[src/sv/lss_pkg.sv]
package lss_pkg;

    localparam int DATA_W = 32;
    localparam int OP_W   = 3;
    localparam int ERR_W  = 2;

    typedef enum logic [OP_W-1:0] {
        OP_PUSH     = 3'd0,
        OP_POP      = 3'd1,
        OP_CLEAR    = 3'd2,
        OP_CONTAINS = 3'd3,
        OP_REMOVE   = 3'd4
    } t_op;

    typedef enum logic [ERR_W-1:0] {
        ERR_OK        = 2'd0,
        ERR_UNDERFLOW = 2'd1,
        ERR_OVERFLOW  = 2'd2
    } t_err;

    typedef enum logic [1:0] {
        S_IDLE,
        S_SORT,
        S_DONE
    } t_state;

    // per-cell command, broadcast to the whole row
    typedef enum logic [2:0] {
        C_HOLD,
        C_PUSH,
        C_POP,
        C_MARK_FIND,
        C_MARK_DEL,
        C_SWAP
    } t_cell_cmd;

    typedef struct packed {
        t_cell_cmd                 cmd;
        logic signed [DATA_W-1:0]  key;
    } t_cell_ctl;

    // what a cell shows its neighbors
    typedef struct packed {
        logic signed [DATA_W-1:0]  data;
        logic                      flag;
    } t_cell_link;

endpackage

[src/sv/lss_req_if.sv]
interface lss_req_if;
    import lss_pkg::*;

    logic                     valid;
    logic                     ready;
    logic [OP_W-1:0]          op;
    logic signed [DATA_W-1:0] value;

    modport source (output valid, op, value, input ready);
    modport sink   (input valid, op, value, output ready);
endinterface

[src/sv/lss_rsp_if.sv]
interface lss_rsp_if #(
    parameter int CNT_W = 5
);
    import lss_pkg::*;

    logic                     valid;
    logic                     ready;
    logic signed [DATA_W-1:0] read_value;
    logic                     read_valid;
    logic                     found;
    logic [CNT_W-1:0]         entry_count;
    logic                     is_empty;
    logic [ERR_W-1:0]         error_code;

    modport source (output valid, read_value, read_valid, found, entry_count, is_empty,
                     error_code, input ready);
    modport sink   (input valid, read_value, read_valid, found, entry_count, is_empty,
                     error_code, output ready);
endinterface

[src/sv/lss_cell.sv]
module lss_cell (
    input  logic                i_clk,
    input  lss_pkg::t_cell_ctl  i_ctl,
    input  logic                i_occ,
    input  logic                i_pair_lo,
    input  logic                i_pair_hi,
    input  lss_pkg::t_cell_link i_lower,
    input  lss_pkg::t_cell_link i_upper,
    output lss_pkg::t_cell_link o_link
);
    import lss_pkg::*;

    t_cell_link r_cell;
    t_cell_link n_cell;

    always_comb begin
        n_cell = r_cell;
        unique case (i_ctl.cmd)
            C_HOLD: begin
            end
            C_PUSH: begin
                n_cell.data = i_lower.data;
            end
            C_POP: begin
                n_cell.data = i_upper.data;
            end
            C_MARK_FIND: begin
                n_cell.flag = i_occ && (r_cell.data == i_ctl.key);
            end
            C_MARK_DEL: begin
                // flag marks a hole: empty slot or a copy to drop
                n_cell.flag = !i_occ || (r_cell.data == i_ctl.key);
            end
            C_SWAP: begin
                // move a kept entry one step toward the top, the hole one step away
                if (i_pair_lo && r_cell.flag && !i_upper.flag) begin
                    n_cell.data = i_upper.data;
                    n_cell.flag = 1'b0;
                end else if (i_pair_hi && i_lower.flag && !r_cell.flag) begin
                    n_cell.flag = 1'b1;
                end
            end
            default: begin
            end
        endcase
    end

    always_ff @(posedge i_clk) begin
        r_cell <= n_cell;
    end

    assign o_link = r_cell;

endmodule

[src/sv/lifo_stack_with_search_unit.sv]
// Push, pop, clear and unused codes: result registered in the cycle after the input transfer;
// one item per cycle while the result side keeps taking.
// Contains: mark pass in every cell, then OR over the match flags.
// Remove: mark pass, then the odd-even compaction pass over the cell row.
// Reset (synchronous, active low) empties the stack and drops any pending result;
// entry data is not cleared.
module lifo_stack_with_search_unit #(
    parameter int STACK_DEPTH = 16
) (
    input  logic          i_clk,
    input  logic          i_rst_n,
    lss_req_if.sink       i_req,
    lss_rsp_if.source     o_rsp
);
    import lss_pkg::*;

    localparam int CNT_W = $clog2(STACK_DEPTH + 1);

    t_state                   r_state, n_state;
    logic [CNT_W-1:0]         r_count, n_count;
    logic [CNT_W-1:0]         r_phase, n_phase;
    logic                     r_del, n_del;
    logic                     r_out_valid, n_out_valid;
    logic signed [DATA_W-1:0] r_rd_value, n_rd_value;
    logic                     r_rd_valid, n_rd_valid;
    logic                     r_found, n_found;
    logic [CNT_W-1:0]         r_out_cnt, n_out_cnt;
    t_err                     r_err, n_err;

    t_cell_ctl                w_ctl;
    t_cell_link               w_link [STACK_DEPTH];
    logic [STACK_DEPTH-1:0]   w_occ;
    logic [STACK_DEPTH-1:0]   w_lo;
    logic [STACK_DEPTH-1:0]   w_hi;
    logic [STACK_DEPTH-1:0]   w_edge;
    logic [STACK_DEPTH-1:0]   w_flag;
    logic [CNT_W-1:0]         w_kept;
    logic                     w_in_ready;
    logic                     w_in_fire;
    logic                     w_has_top;

    assign w_in_ready = (r_state == S_IDLE) && (!r_out_valid || o_rsp.ready);
    assign w_in_fire  = i_req.valid && w_in_ready;
    assign w_has_top  = (r_count != '0);

    // cell 0 holds the top of stack
    for (genvar g = 0; g < STACK_DEPTH; g++) begin : g_cell
        localparam logic PAR = 1'(g % 2);
        t_cell_link w_lower;
        t_cell_link w_upper;

        if (g == 0) begin : g_bot
            assign w_lower = '{data: i_req.value, flag: 1'b0};
        end else begin : g_mid
            assign w_lower = w_link[g-1];
        end
        if (g == STACK_DEPTH - 1) begin : g_last
            assign w_upper = '0;
        end else begin : g_next
            assign w_upper = w_link[g+1];
        end

        assign w_occ[g]  = CNT_W'(g) < r_count;
        assign w_lo[g]   = (g < STACK_DEPTH - 1) && (r_phase[0] == PAR);
        assign w_hi[g]   = (g > 0) && (r_phase[0] != PAR);
        assign w_flag[g] = w_link[g].flag;
        // last kept entry: everything above it is a hole
        assign w_edge[g] = !w_link[g].flag && ((g == STACK_DEPTH - 1) || w_upper.flag);

        lss_cell u_cell (
            .i_clk     (i_clk),
            .i_ctl     (w_ctl),
            .i_occ     (w_occ[g]),
            .i_pair_lo (w_lo[g]),
            .i_pair_hi (w_hi[g]),
            .i_lower   (w_lower),
            .i_upper   (w_upper),
            .o_link    (w_link[g])
        );
    end

    always_comb begin
        w_kept = '0;
        for (int i = 0; i < STACK_DEPTH; i++) begin
            if (w_edge[i]) begin
                w_kept = w_kept | CNT_W'(i + 1);
            end
        end
    end

    // next state
    always_comb begin
        n_state = r_state;
        unique case (r_state)
            S_IDLE: begin
                if (w_in_fire) begin
                    if (i_req.op == OP_REMOVE) begin
                        n_state = S_SORT;
                    end else if (i_req.op == OP_CONTAINS) begin
                        n_state = S_DONE;
                    end
                end
            end
            S_SORT: begin
                if (r_phase == CNT_W'(STACK_DEPTH - 1)) begin
                    n_state = S_DONE;
                end
            end
            S_DONE: begin
                n_state = S_IDLE;
            end
            default: begin
                n_state = S_IDLE;
            end
        endcase
    end

    // datapath control and result
    always_comb begin
        logic [CNT_W-1:0] v_cnt;
        v_cnt       = r_count;
        w_ctl.cmd   = C_HOLD;
        w_ctl.key   = i_req.value;
        n_count     = r_count;
        n_phase     = r_phase;
        n_del       = r_del;
        n_out_valid = r_out_valid && !o_rsp.ready;
        n_rd_value  = r_rd_value;
        n_rd_valid  = r_rd_valid;
        n_found     = r_found;
        n_out_cnt   = r_out_cnt;
        n_err       = r_err;
        unique case (r_state)
            S_IDLE: begin
                if (w_in_fire) begin
                    n_found = 1'b0;
                    n_err   = ERR_OK;
                    unique case (i_req.op)
                        OP_PUSH: begin
                            if (r_count < CNT_W'(STACK_DEPTH)) begin
                                w_ctl.cmd   = C_PUSH;
                                n_count     = r_count + CNT_W'(1);
                                n_out_valid = 1'b1;
                                n_rd_value  = i_req.value;
                                n_rd_valid  = 1'b1;
                                n_out_cnt   = r_count + CNT_W'(1);
                            end else begin
                                n_out_valid = 1'b1;
                                n_rd_value  = w_link[0].data;
                                n_rd_valid  = 1'b1;
                                n_out_cnt   = r_count;
                                n_err       = ERR_OVERFLOW;
                            end
                        end
                        OP_POP: begin
                            n_out_valid = 1'b1;
                            if (w_has_top) begin
                                w_ctl.cmd  = C_POP;
                                n_count    = r_count - CNT_W'(1);
                                n_rd_value = w_link[0].data;
                                n_rd_valid = 1'b1;
                                n_out_cnt  = r_count - CNT_W'(1);
                            end else begin
                                n_rd_value = '0;
                                n_rd_valid = 1'b0;
                                n_out_cnt  = '0;
                                n_err      = ERR_UNDERFLOW;
                            end
                        end
                        OP_CLEAR: begin
                            n_count     = '0;
                            n_out_valid = 1'b1;
                            n_rd_value  = '0;
                            n_rd_valid  = 1'b0;
                            n_out_cnt   = '0;
                        end
                        OP_CONTAINS: begin
                            w_ctl.cmd = C_MARK_FIND;
                            n_del     = 1'b0;
                        end
                        OP_REMOVE: begin
                            w_ctl.cmd = C_MARK_DEL;
                            n_del     = 1'b1;
                            n_phase   = '0;
                        end
                        default: begin
                            n_out_valid = 1'b1;
                            n_rd_value  = w_has_top ? w_link[0].data : '0;
                            n_rd_valid  = w_has_top;
                            n_out_cnt   = r_count;
                        end
                    endcase
                end
            end
            S_SORT: begin
                w_ctl.cmd = C_SWAP;
                n_phase   = r_phase + CNT_W'(1);
            end
            S_DONE: begin
                v_cnt       = r_del ? w_kept : r_count;
                n_count     = v_cnt;
                n_out_valid = 1'b1;
                n_rd_value  = (v_cnt != '0) ? w_link[0].data : '0;
                n_rd_valid  = (v_cnt != '0);
                n_found     = !r_del && (|w_flag);
                n_out_cnt   = v_cnt;
                n_err       = ERR_OK;
            end
            default: begin
            end
        endcase
    end

    always_ff @(posedge i_clk) begin
        if (!i_rst_n) begin
            r_state     <= S_IDLE;
            r_count     <= '0;
            r_phase     <= '0;
            r_del       <= 1'b0;
            r_out_valid <= 1'b0;
        end else begin
            r_state     <= n_state;
            r_count     <= n_count;
            r_phase     <= n_phase;
            r_del       <= n_del;
            r_out_valid <= n_out_valid;
        end
    end

    always_ff @(posedge i_clk) begin
        r_rd_value <= n_rd_value;
        r_rd_valid <= n_rd_valid;
        r_found    <= n_found;
        r_out_cnt  <= n_out_cnt;
        r_err      <= n_err;
    end

    assign i_req.ready       = w_in_ready;
    assign o_rsp.valid       = r_out_valid;
    assign o_rsp.read_value  = r_rd_value;
    assign o_rsp.read_valid  = r_rd_valid;
    assign o_rsp.found       = r_found;
    assign o_rsp.entry_count = r_out_cnt;
    assign o_rsp.is_empty    = (r_out_cnt == '0);
    assign o_rsp.error_code  = r_err;

endmodule

[src/flat_wrapper.sv]
// flat-port wrapper written by rule: the top's interface ports become plain ports
module lifo_stack_with_search_unit_flat import lss_pkg::*;
#(
    parameter int STACK_DEPTH = 16
)
  (i_clk, i_rst_n, i_req_valid, i_req_op, i_req_value, i_req_ready, o_rsp_valid, o_rsp_read_value, o_rsp_read_valid, o_rsp_found, o_rsp_entry_count, o_rsp_is_empty, o_rsp_error_code, o_rsp_ready);
  lss_req_if i_req_i ();
  lss_rsp_if o_rsp_i ();
  input  logic i_clk;
  input  logic i_rst_n;
  input wire logic [$bits(i_req_i.valid)-1:0] i_req_valid;
  input wire logic [$bits(i_req_i.op)-1:0] i_req_op;
  input wire logic [$bits(i_req_i.value)-1:0] i_req_value;
  output wire logic [$bits(i_req_i.ready)-1:0] i_req_ready;
  output wire logic [$bits(o_rsp_i.valid)-1:0] o_rsp_valid;
  output wire logic [$bits(o_rsp_i.read_value)-1:0] o_rsp_read_value;
  output wire logic [$bits(o_rsp_i.read_valid)-1:0] o_rsp_read_valid;
  output wire logic [$bits(o_rsp_i.found)-1:0] o_rsp_found;
  output wire logic [$bits(o_rsp_i.entry_count)-1:0] o_rsp_entry_count;
  output wire logic [$bits(o_rsp_i.is_empty)-1:0] o_rsp_is_empty;
  output wire logic [$bits(o_rsp_i.error_code)-1:0] o_rsp_error_code;
  input wire logic [$bits(o_rsp_i.ready)-1:0] o_rsp_ready;
  assign i_req_i.valid = i_req_valid;
  assign i_req_i.op = i_req_op;
  assign i_req_i.value = i_req_value;
  assign i_req_ready = i_req_i.ready;
  assign o_rsp_valid = o_rsp_i.valid;
  assign o_rsp_read_value = o_rsp_i.read_value;
  assign o_rsp_read_valid = o_rsp_i.read_valid;
  assign o_rsp_found = o_rsp_i.found;
  assign o_rsp_entry_count = o_rsp_i.entry_count;
  assign o_rsp_is_empty = o_rsp_i.is_empty;
  assign o_rsp_error_code = o_rsp_i.error_code;
  assign o_rsp_i.ready = o_rsp_ready;
  lifo_stack_with_search_unit #(.STACK_DEPTH(STACK_DEPTH)) u_core (.i_clk(i_clk), .i_rst_n(i_rst_n), .i_req(i_req_i), .o_rsp(o_rsp_i));
endmodule
[config.mk]
export PLATFORM = sky130hd
export DESIGN_NAME = lifo_stack_with_search_unit_flat
export DESIGN_NICKNAME = d
export VERILOG_FILES = /design/src/sv/lss_pkg.sv /design/src/sv/lss_req_if.sv /design/src/sv/lss_rsp_if.sv /design/src/sv/lss_cell.sv /design/src/sv/lifo_stack_with_search_unit.sv /design/src/flat_wrapper.sv
export SDC_FILE = /design/constraint.sdc
export NUM_CORES = 1
export LEC_CHECK = 0
export BUFFER_PORTS_ARGS = -buffer_cell sky130_fd_sc_hd__buf_2
export CAP_MARGIN = 25
export CORE_MARGIN = 2
export CORE_UTILIZATION = 29
export DETAILED_ROUTE_END_ITERATION = 10
export GPL_TIMING_DRIVEN = 1
export HOLD_SLACK_MARGIN = 0.1
export PLACE_DENSITY = 0.4
export SLEW_MARGIN = 20
export SYNTH_ARGS = -nofsm -noshare
export SYNTH_HDL_FRONTEND = slang
export SYNTH_HIERARCHICAL = 1
export SYNTH_SLANG_ARGS = --single-unit
[constraint.sdc]
create_clock -name i_clk -period 11.24 [get_ports i_clk]
set_clock_uncertainty 0.05 [all_clocks]
set_input_delay 2.248 -clock i_clk [delete_from_list [all_inputs] [get_ports i_clk]]
set_output_delay 2.248 -clock i_clk [all_outputs]
set_load 0.02 [all_outputs]
==> results.md <==
- Yosys attributes the largest share of cell area to sky130_fd_sc_hd__edfxtp_1 (48%), sky130_fd_sc_hd__mux2_4 (20%), sky130_fd_sc_hd__xnor2_1 (7.2%).
- The CTS tree is yes.
- The number of buffers inserted during clock tree synthesis is 73.
- In this run the power spent charging and discharging nets is ~1.5 mW.
- Clock-pin slew was measured on the worst setup and hold paths at about 0.060 ns.
- In the global route stage, overall resource usage came out at between 10 and 15%.
- The combined area of all synthesized cells is around 35000 um^2.
- The count of fill cells added during filler insertion is between 10000 and 15000.
- The number of H-tree levels is 3.
- The floorplan has between 100 and 150 rows.
- The power density normalized to cell area is between 100 and 150 nW/um^2.
- The number of global-route vias before repair is between 15000 and 20000.
- In this run the deepest clock path goes through 3 buffers.
- The final route contains between 15000 and 20000 vias.
- From synthesis to final layout, the design area changed by 10.5%.
- The fraction of registers with async set/reset is 0%.
- The final routed DRC violation total is 0.
- The worst setup slack after layout is about 6.0 ns.
- The final critical delay including setup and external delays is around 5.3 ns.
- The pin count of the biggest net entering global routing is 70.
- The wire length of the first global-routing pass is approximately 130000 um.
- The share of the clock period used by the worst path is a little under half.
- Setup repair after global routing left no endpoint under its margin.
- The startpoint of the lowest-slack register-to-register path is u_core/r_count[1]$_SDFFE_PN0P_.
- The sink count of the clock tree is roughly 600.
- The number of antenna violations at the first check in global routing is 4.
- The count of nets left with antenna violations once routing finished came out at 0.
- Counting cells, the worst reg-to-reg path comes to 10.
- The capture instance of the worst register-to-register path is u_core/g_cell[0].u_cell/o_link[0]$_DFFE_PP_.
- The share of cells above drive strength 1 is 32.0%.
- The data arrival time at the worst-slack endpoint is ~5.6 ns.
- In this run the register-to-register setup slack is between 7 and 8 ns.
- The utilization after layout is 32.4%.
- The internal power component is between 4 and 5 mW.
- The root buffer cell chosen for the clock tree is sky130_fd_sc_hd__clkbuf_16.
- The combinational fraction of design power is approximately 14%.
- The peak fanout along the critical path is slightly below 70.
- Adding up every negative setup slack in the final design gives 0 ns.
- Global routing finished with a remaining overflow of 0.
- The starting utilization of the core area is roughly 29%.
- The full die area is about 120000 um^2.
- The via density per instance is around 4.6.
- The data required time at the worst endpoint is approximately 12 ns.
- The peak supply drop is slightly below 0.0001 V.
- The fraction of power consumed by sequential logic is 48.0%.
- The top cell type's share of synthesized area is between 40% and 50%.
- The global placement routability congestion is about 0.81.
- The tightest min-delay check is of the reg2reg type.
- The post-cts gate resize count is 0.
- The total of hold buffers inserted after clock tree synthesis is 0.
- The post-synthesis cell type with the largest combined area is sky130_fd_sc_hd__edfxtp_1.
- After synthesis, the netlist uses between 70 and 80 different library cells.
- The max-slew violation count is 0.
- Counting instances, the worst hold path has a depth of 2.
- The total area of sequential cells is ~17000 um^2.
- The Yosys step of the flow raised 6 warnings.
- The average footprint of a synthesized cell is roughly 15 um^2.
- After detailed routing, the total wire length is approximately 86000 um.
- Prior to clock tree synthesis, the placed netlist has a worst setup slack of roughly 4.7 ns.
- The wire length per cell is roughly 21 um.
- Summed over all nets, the half-perimeter wirelength after detailed placement is 67900 um.
- The total of flip-flops plus latches after synthesis is between 500 and 600.
- The tool flagged a number of max-cap violations equal to 0.
- The net total in the final layout is between 2000 and 3000.
- In this run the horizontal extent of the chip is 353 um.
- The endpoint of the worst hold path is u_core/r_phase[1]$_SDFFE_PN0P_.
- Synthesis handed over a netlist of 2359 instances.
- The critical path class is in2reg.
- The start point of the worst min-delay path is u_core/r_phase[1]$_SDFFE_PN0P_.
- The flip-flop cell with the highest count after synthesis is sky130_fd_sc_hd__edfxtp_1.
- In the final layout, the multi-input gates occupy roughly 17000 um^2.
- The pin slew with the least headroom to its limit is between 0.9 and 1 ns.
- For the worst-skew pair, the clock arrives at the later sink with an insertion delay of 0.64 ns.
- The detailed router finished its first iteration with between 1000 and 1500 violations.
- 83 I/O pins were placed.
- Measured against its own limit, the worst slew margin works out to between 30% and 40%.
- Before antenna repair, the detailed router went through 6 iterations.
- The worst setup path is launched from an input port.
- The run finished with clean final reports.
- Post-CTS timing repair inserted 0 buffers for setup.
- The element type at the critical path end is a flop.
- The placed instance area is around 37000 um^2.
- The synthesized design contains ~570 enable-type register cells.
- The number of failing hold endpoints at the final stage was 0.
- Per report_power, the clock group accounts for 37.7% of the total.
- Summing all non-filler instances in the final layout gives an area of 38900 um^2.
- Setup violations remaining at the end of the flow were counted as 0.
- After synthesis, flip-flops and latches occupy between 40% and 50% of the total area.
- For this run, the top clock speed supported by timing is 190 MHz.
- The switching share of total power is between 20% and 30%.
- The cell leakage power is between 10 and 15 nW.
- The count of buffers inserted at the top-level ports is slightly above 80.
- After floorplanning, the core was sized to cover roughly 120000 um^2.
- The height of the die is 353 um.
-- registers in the layout (all words and copies together) (netlist names) --
| signal | count |
|---|---|
| u_core/r_phase | 5 |
| u_core/o_rsp.valid | 1 |
| u_core/o_rsp.read_value | 32 |
| u_core/r_del | 1 |
| u_core/r_count | 5 |
| u_core/g_cell.u_cell/o_link | 528 |
| u_core/o_rsp.entry_count | 5 |
| u_core/r_state | 2 |
| u_core/o_rsp.read_valid | 1 |
| u_core/o_rsp.found | 1 |
| u_core/o_rsp.error_code | 2 |
-- critical path: stages --
cell and delay, ns:
sky130_fd_sc_hd__buf_2 0.10, sky130_fd_sc_hd__nor2b_4 0.04, sky130_fd_sc_hd__or4b_1 0.71, sky130_fd_sc_hd__o31ai_4 0.45, sky130_fd_sc_hd__buf_4 0.78, sky130_fd_sc_hd__nor3_4 0.11
sky130_fd_sc_hd__a21oi_4 0.14, sky130_fd_sc_hd__buf_4 0.48, sky130_fd_sc_hd__mux2_2 0.40
-- how the worst max path moves through the flow --
stage,startpoint,endpoint,depth (start not counted)
global placement,o_rsp_ready,u_core/g_cell[0].u_cell/o_link[1]$_DFFE_PP_,9
CTS,o_rsp_ready,u_core/g_cell[0].u_cell/o_link[1]$_DFFE_PP_,9
finish,o_rsp_ready,u_core/g_cell[0].u_cell/o_link[1]$_DFFE_PP_,9
global route,o_rsp_ready,u_core/g_cell[0].u_cell/o_link[32]$_DFFE_PP_,9
detailed placement,o_rsp_ready,u_core/g_cell[0].u_cell/o_link[1]$_DFFE_PP_,9
floorplan,o_rsp_ready,u_core/g_cell[0].u_cell/o_link[10]$_DFFE_PP_,7
-- power groups by stage --
stage	sequential, mW	combinational, mW	clock (mW)
finish	2.79	0.831	2.19
floorplan	2.77	0.688	0
detailed placement	2.84	0.839	0
global route	2.81	0.904	2.35
CTS	2.79	0.841	2.28
global placement	2.83	0.824	0
-- routing by layer --
metal / part of all wire (%) / global-route usage [%]
met5: 0.066 / 0
met4: 1.9 / 3.78
met3: 4.0 / 2.09
met2: 45 / 21.4
met1: 49 / 19.2
-- cell usage in the layout, fill, tap and decap left out, drive strengths merged, types with 3 or more instances in the layout --
cell type  instances
dfxtp             14
nand3              5
nor2              45
clkbuf            87
xnor2            288
conb              36
a31o              17
o221ai             3
a2111oi           16
or3                4
nor2b             23
edfxtp           569
clkinv            33
o21ai             43
nor4              50
xor2             227
a21o               5
nor3              42
nand3b            17
ha                 5
inv               33
nand2             97
a21oi             38
nand4             97
or2                6
mux2             512
o211ai            19
buf              108
a31oi              7
a22o              48
nand2b             9
a21boi             3
o22ai              3
-- cell families (layout without fill, tap and decap cells) --
group,after synthesis,after routing,synth area share [%]
compound gates,221,221,5.09
xor+xnor,515,515,12.8
fa+ha+maj,5,5,0.177
buf+inv,113,263,4.01
flops,583,583,49.3
mux,512,512,21.5
other cells,1,38,0.0106
simple gates,409,409,7.18
-- per-stage QoR --
| stage | power (mW) | hold WS [ns] | cells |
|---|---|---|---|
| after global placement | 3.65 | 0.430 | 4026 |
| after detailed placement | 3.68 | 0.439 | 4026 |
| after CTS | 5.92 | 0.448 | 4154 |
| after floorplan | 3.46 | 0.414 | 2394 |
| after global routing | 6.07 | 0.475 | 4156 |
| final | 5.81 | 0.447 | 4158 |
-- Yosys cell counts (all sizes together) (14+ instances only) --
cell and number:
a22o 48, mux2 512, edfxtp 569, xnor2 288
nor2 45, a21oi 38, nor3 42, a31o 17
inv 27, nand4 97, o211ai 19, o21ai 43
buf 74, nand2 97, a2111oi 16, nor4 50
dfxtp 14, nor2b 23, nand3b 17, xor2 227
-- area by class of cell --
type	instances	area share, %
Sequential cell	583	44.6
Clock inverter	41	0.643
Antenna cell	2	0.0129
Multi-Input combinational cell	1698	42.8
Inverter	27	0.260
Timing Repair Buffer	108	1.62
Clock buffer	87	4.93
Tap cell	1612	5.18
(Power assumes the default switching activity.)
